[config.mk]
export PLATFORM = sky130hd
export DESIGN_NAME = framed_packet_receiver_top
export DESIGN_NICKNAME = d
export VERILOG_FILES = /design/src/hdl/frp_pkg.sv /design/src/hdl/framed_packet_receiver_top.sv
export SDC_FILE = /design/constraint.sdc
export NUM_CORES = 1
export LEC_CHECK = 0
export BUFFER_PORTS_ARGS = -buffer_cell sky130_fd_sc_hd__buf_2
export CORE_UTILIZATION = 45
export DETAILED_ROUTE_END_ITERATION = 6
export PLACE_DENSITY_LB_ADDON = 0.1
export SLEW_MARGIN = 10
export SYNTH_ARGS = -nofsm -noshare
export SYNTH_HDL_FRONTEND = slang
export SYNTH_SLANG_ARGS = --single-unit
[constraint.sdc]
create_clock -name clk_i -period 2.17 [get_ports clk_i]
set_input_delay 0 -clock clk_i [delete_from_list [all_inputs] [get_ports clk_i]]
set_output_delay 0 -clock clk_i [all_outputs]
set_load 0.03 [all_outputs]
[src/hdl/frp_pkg.sv]
// Package for the framed packet receiver: sync constants, register map
// and output flag positions. No dependencies.
package frp_pkg;

  localparam logic [7:0] SYNC_FIRST   = 8'hEF;
  localparam logic [7:0] SYNC_SECOND  = 8'hFF;
  localparam logic [7:0] OWN_ID_RESET = 8'h01;

  // Register index within the configuration map
  localparam logic REG_OWN_ID = 1'b0;

  // Bit positions of the result flags in m_axis_tuser
  localparam int unsigned USER_ACCEPTED      = 0;
  localparam int unsigned USER_PAYLOAD_VALID = 1;
  localparam int unsigned USER_FRAME_END     = 2;
  localparam int unsigned USER_FRAME_GOOD    = 3;
  localparam int unsigned USER_W             = 4;

endpackage

[src/hdl/framed_packet_receiver_top.sv]
// Framed packet receiver with an 8-bit additive checksum: top level.
// Depends on frp_pkg.
//
// One received byte per beat enters on s_axis and yields exactly one result
// beat on m_axis. The receiver hunts for 0xEF, 0xFF, then the own_id byte,
// then a length byte, that many payload bytes and a check byte equal to the
// 8-bit sum of all bytes from the first sync byte on. A byte is taken in every
// cycle in which the result register is empty or being emptied; the result is
// registered and appears in the cycle after its byte. One byte is taken per
// clock unless m_axis stalls, the frame state and running sum being updated
// with each byte. own_id is written through the APB port at byte address 0.
module framed_packet_receiver_top
  import frp_pkg::*;
(
  input  logic              clk_i,
  input  logic              rst_ni,
  // APB configuration
  input  logic              psel,
  input  logic              penable,
  input  logic              pwrite,
  input  logic [2:0]        paddr,
  input  logic [31:0]       pwdata,
  output logic [31:0]       prdata,
  output logic              pready,
  // Input stream
  input  logic              s_axis_tvalid,
  output logic              s_axis_tready,
  input  logic [7:0]        s_axis_tdata,   // [7:0] rx_byte
  // Result stream
  output logic              m_axis_tvalid,
  input  logic              m_axis_tready,
  output logic [15:0]       m_axis_tdata,   // [7:0] payload_byte, [15:8] payload_index
  output logic [USER_W-1:0] m_axis_tuser    // [0] accepted, [1] payload_valid,
                                            // [2] frame_end, [3] frame_good
);

  typedef enum logic [2:0] {
    PH_SYNC1   = 3'd0,
    PH_SYNC2   = 3'd1,
    PH_ID      = 3'd2,
    PH_LEN     = 3'd3,
    PH_PAYLOAD = 3'd4,
    PH_CHECK   = 3'd5
  } phase_e;

  logic [7:0] own_id_q;
  phase_e     phase_q, phase_d;
  logic [7:0] count_q, count_d;
  logic [7:0] length_q, length_d;
  logic [7:0] sum_q, sum_d;

  logic              out_valid_q;
  logic [15:0]       out_data_q, out_data_d;
  logic [USER_W-1:0] out_user_q, out_user_d;

  logic       in_beat;
  logic       cfg_write;
  logic [7:0] b;
  logic [7:0] sum_plus;

  assign pready    = 1'b1;
  assign cfg_write = psel & penable & pwrite & pready;
  assign prdata    = (paddr[2] == REG_OWN_ID) ? {24'd0, own_id_q} : 32'd0;

  assign s_axis_tready = ~out_valid_q | m_axis_tready;
  assign in_beat       = s_axis_tvalid & s_axis_tready;
  assign m_axis_tvalid = out_valid_q;
  assign m_axis_tdata  = out_data_q;
  assign m_axis_tuser  = out_user_q;

  assign b        = s_axis_tdata;
  assign sum_plus = sum_q + b;

  always_comb begin
    phase_d    = phase_q;
    count_d    = count_q;
    length_d   = length_q;
    sum_d      = sum_q;
    out_data_d = 16'd0;
    out_user_d = '0;
    unique case (phase_q)
      PH_SYNC1: begin
        if (b == SYNC_FIRST) begin
          sum_d   = sum_plus;
          phase_d = PH_SYNC2;
          out_user_d[USER_ACCEPTED] = 1'b1;
        end
      end
      PH_SYNC2: begin
        if (b == SYNC_SECOND) begin
          sum_d   = sum_plus;
          phase_d = PH_ID;
          out_user_d[USER_ACCEPTED] = 1'b1;
        end
      end
      PH_ID: begin
        if (b == own_id_q) begin
          sum_d   = sum_plus;
          count_d = 8'd0;
          phase_d = PH_LEN;
          out_user_d[USER_ACCEPTED] = 1'b1;
        end
      end
      PH_LEN: begin
        sum_d    = sum_plus;
        length_d = b;
        count_d  = 8'd0;
        phase_d  = (b == 8'd0) ? PH_CHECK : PH_PAYLOAD;
        out_user_d[USER_ACCEPTED] = 1'b1;
      end
      PH_PAYLOAD: begin
        sum_d      = sum_plus;
        count_d    = count_q + 8'd1;
        out_data_d = {count_q, b};
        out_user_d[USER_ACCEPTED]      = 1'b1;
        out_user_d[USER_PAYLOAD_VALID] = 1'b1;
        if (count_d == length_q) begin
          phase_d = PH_CHECK;
        end
      end
      PH_CHECK: begin
        out_user_d[USER_ACCEPTED]   = 1'b1;
        out_user_d[USER_FRAME_END]  = 1'b1;
        out_user_d[USER_FRAME_GOOD] = (b == sum_q);
        phase_d = PH_SYNC1;
        sum_d   = 8'd0;
      end
      default: begin
        phase_d = PH_SYNC1;
        sum_d   = 8'd0;
      end
    endcase
  end

  always_ff @(posedge clk_i or negedge rst_ni) begin
    if (!rst_ni) begin
      own_id_q    <= OWN_ID_RESET;
      phase_q     <= PH_SYNC1;
      count_q     <= 8'd0;
      length_q    <= 8'd0;
      sum_q       <= 8'd0;
      out_valid_q <= 1'b0;
    end else begin
      if (cfg_write && paddr[2] == REG_OWN_ID) begin
        own_id_q <= pwdata[7:0];
      end
      if (in_beat) begin
        phase_q     <= phase_d;
        count_q     <= count_d;
        length_q    <= length_d;
        sum_q       <= sum_d;
        out_valid_q <= 1'b1;
      end else if (m_axis_tready) begin
        out_valid_q <= 1'b0;
      end
    end
  end

  always_ff @(posedge clk_i) begin
    if (in_beat) begin
      out_data_q <= out_data_d;
      out_user_q <= out_user_d;
    end
  end

  a_good_needs_end: assert property (@(posedge clk_i) disable iff (!rst_ni)
    out_valid_q && out_user_q[USER_FRAME_GOOD] |-> out_user_q[USER_FRAME_END])
    else $error("frame_good without frame_end");

  a_payload_accepted: assert property (@(posedge clk_i) disable iff (!rst_ni)
    out_valid_q && out_user_q[USER_PAYLOAD_VALID] |-> out_user_q[USER_ACCEPTED])
    else $error("payload beat not marked accepted");

  a_index_in_frame: assert property (@(posedge clk_i) disable iff (!rst_ni)
    out_valid_q && out_user_q[USER_PAYLOAD_VALID] |-> out_data_q[15:8] < length_q)
    else $error("payload index beyond frame length");

  a_check_returns_idle: assert property (@(posedge clk_i) disable iff (!rst_ni)
    in_beat && phase_q == PH_CHECK |=> phase_q == PH_SYNC1 && sum_q == 8'd0)
    else $error("check byte did not return to idle with cleared sum");

endmodule
==> qor.yml <==
grt_pass1_vias: 2106
path_class: "reg2reg"
synth_enable_flop_cells: 20
cp-end-kind: "register"
io_pins: 105
tritoncts: "yes"
finalHoldViolations: 0
cp-start-kind: "register"
cp.required_ps: 2370
worst_slew_pin_slew_ps: 857.1
die_x_microns: 85.69
fin_hold_ws_ps: 54.13
dpl.hpwl_microns: 4590
syn_to_final_growth_pct: 19.29
yosys_warnings: 0
portBuffers: 53
clock-sinks: 56
p_total_mw: 2.265
rows: 30
start_util_pct: 46.39
wl_microns: 6589
skew_ps: 7.382
clk_path_buf_depth: 2
setup_viol: 0
grt_pass1_wl_microns: 10480
p_leak_nw: 1.758
synth-seq-cells: 56
fin_cells: 469
drt_iter0_drc: 98
status: "complete, no violations"
detail-route-antenna-nets: 0
setup_slack_ps: 93.69
min_period_ps: 2076
cts_buffers: 5
arrival_ps: 2270
diodes: 0
place.gp.congestion: 0.7745
drt-met1-wl_microns: 2948
vias_per_cell: 4.968
reg2reg_from: "sum_q[0]$_DFFE_PN0P_"
synth_cells: 296
hold_class: "in2reg"
yosysTopAreaCell: "dfrtp_1"
die-area_sq_um: 7343
placed_cells: 445
async_reset_ff_share_pct: 64.29
fillers: 600
synth_top_area_share_pct: 27.79
tns_ps: 0
max_freq_mhz: 481.6
drt_first_pass_iters: 4
overflow: 0
routed-wl-met2_microns: 3370
place_ws_ps: -6.681
ys_types: 56
ys_top_cells_by_area: "dfrtp_1 28%, edfxtp_1 19%, buf_4 6.0%, xor2_1 4.2%, mux2_2 3.2%"
power_density_nw_per_um2: 602.4
drv_slew: 0
seq_area_frac_synth_pct: 47.68
crit_path_start: "sum_q[0]$_DFFE_PN0P_"
route.met3.wl_microns: 197
cts_root_buf: "clkbuf_8"
cp_max_fo: 2
grt.total_usage_pct: 18.37
drive_gt1_share_pct: 28.42
antenna_found_initial: 0
avgSynthCellArea_sq_um: 10.65
syn_area_sq_um: 3152
grt_max_degree: 37
fp.dieH_microns: 85.69
coreArea_sq_um: 6794
maxUsedRoutingLayer: "met4"
routed-via-count: 2330
ys.flop_type: "dfrtp_1"
drc_errors: 0
finalCritPeriodShare_pct: 95.68
clk_latency_ps: 310
drt-wirelength-per-cell_microns: 14.05
clk_pin_slew_worst_paths_ps: 100
min_from: "s_axis_tdata[6]"
htreeDepth: 2
ir_drop_mv: 0.3252
relSlewSlack_pct: 42.86
cap_violations: 0
final_nets: 431
-- per-stage QoR --
step	utilization (%)	cell area, sq um
floorplan	-	3241
CTS	54.25	3686
global route	55.34	3760
finish	55.34	3760
detailed placement	51.29	3485
global placement	51.29	3485
-- metal layers --
metal	track usage (%)	vias up
li1	-	1146
met1	24.02	1112
met2	32.15	65
met3	2.406	7
met4	5.000	0
met5	0	-
-- flip-flops by register name (all words and copies together), names as in the netlist --
register       flops
sum_q              8
phase_q            3
m_axis_tuser       4
m_axis_tdata      16
m_axis_tvalid      1
own_id_q           8
length_q           8
count_q            8
-- cell type report --
cell class              count  area (sq um)  share of cell area [%]
repair buffers             84         525.5                   13.98
flip-flops and latches     56          1503                   39.97
clock buffers               5         68.82                   1.830
multi-input cells         211          1469                   39.07
well taps                  96         120.1                   3.195
clock inverters             3         21.27                  0.5657
inverters                  14         52.55                   1.398
-- cells by family (layout without fill, tap and decap cells) --
| kind of cell | after synthesis | count (layout) | synth area share, % |
|---|---|---|---|
| adder cells (fa/ha/maj) | 9 | 9 | 3.811 |
| AND/OR/NAND/NOR | 89 | 89 | 15.84 |
| XOR/XNOR | 25 | 25 | 6.947 |
| multiplexers | 16 | 16 | 5.677 |
| other | 2 | 25 | 0.2383 |
| AO/OA/AOI/OAI | 47 | 47 | 10.08 |
| buffers and inverters | 52 | 106 | 9.726 |
| flip-flops | 56 | 56 | 47.68 |
-- Yosys cell counts, types with 2 or more instances --
cell      instances
dfrtp_1          35
buf_4            25
edfxtp_1         20
nand2_1          19
and3_1           15
xor2_1           15
nor2_1           14
inv_1            12
nor2b_1          12
a21oi_1          11
xnor2_1          10
mux2_2            9
clkbuf_1          8
ha_1              8
mux2_1            6
o31ai_1           6
nand3_1           5
a31oi_1           4
o21ai_0           4
o21ai_1           4
nand2b_1          3
nor4_1            3
o41ai_1           3
a221o_1           2
buf_2             2
buf_6             2
conb_1            2
inv_2             2
nand4_1           2
nand4b_1          2
nor3_1            2
nor3b_1           2
nor4_2            2
o21a_1            2
o22ai_1           2
-- cells in the final DEF (no fill, tap or decap), drive strengths merged, types with 3 or more instances in the layout --
cell type,count
conb,25
nor4,5
nand2b,3
o41ai,3
xor2,15
ha,8
mux2,15
and3,15
nand2,19
nor2,14
o21ai,8
nor3,3
inv,15
dlygate4sd3,11
buf,73
nor2b,12
nand3,5
xnor2,10
edfxtp,20
clkbuf,5
a31oi,4
dfrtp,35
a21oi,12
o31ai,7
-- report_power, final --
part	total [mW]	internal (mW)	switching [mW]
combinational	0.480	0.179	0.301
sequential	1.20	1.16	0.0400
clock	0.585	0.230	0.355
-- critical path, cell delays in order, from the launching register on --
cell and delay (ps):
dfrtp_1 370, ha_2 190, inv_1 50, fa_2 340
nor2b_2 130, o21ai_1 110, a21boi_1 180, o21ai_1 110
nor3b_1 150, o41ai_1 340
-- what timing repair did --
item	in CTS	in global routing
endpoints found under the setup margin	1	2
pin swaps	0	5
hold endpoints to repair	44	0
hold buffers	11	0
resized for setup	1	8
buffers inserted	0	5
-- path summary, 6_finish.rpt --
kind | slack [ps] | depth (start not counted) | endpoint
min | 50 | 2 | length_q[6]$_DFFE_PN0P_
max in group asynchronous | 1300 | 2 | sum_q[6]$_DFFE_PN0P_
min reg2reg | 490 | 2 | sum_q[2]$_DFFE_PN0P_
max | 90 | 9 | sum_q[6]$_DFFE_PN0P_
max reg2reg | 90 | 9 | sum_q[6]$_DFFE_PN0P_
min in group asynchronous | 340 | 2 | m_axis_tvalid$_DFFE_PN0P_
Power figures use the tool's default switching activity.
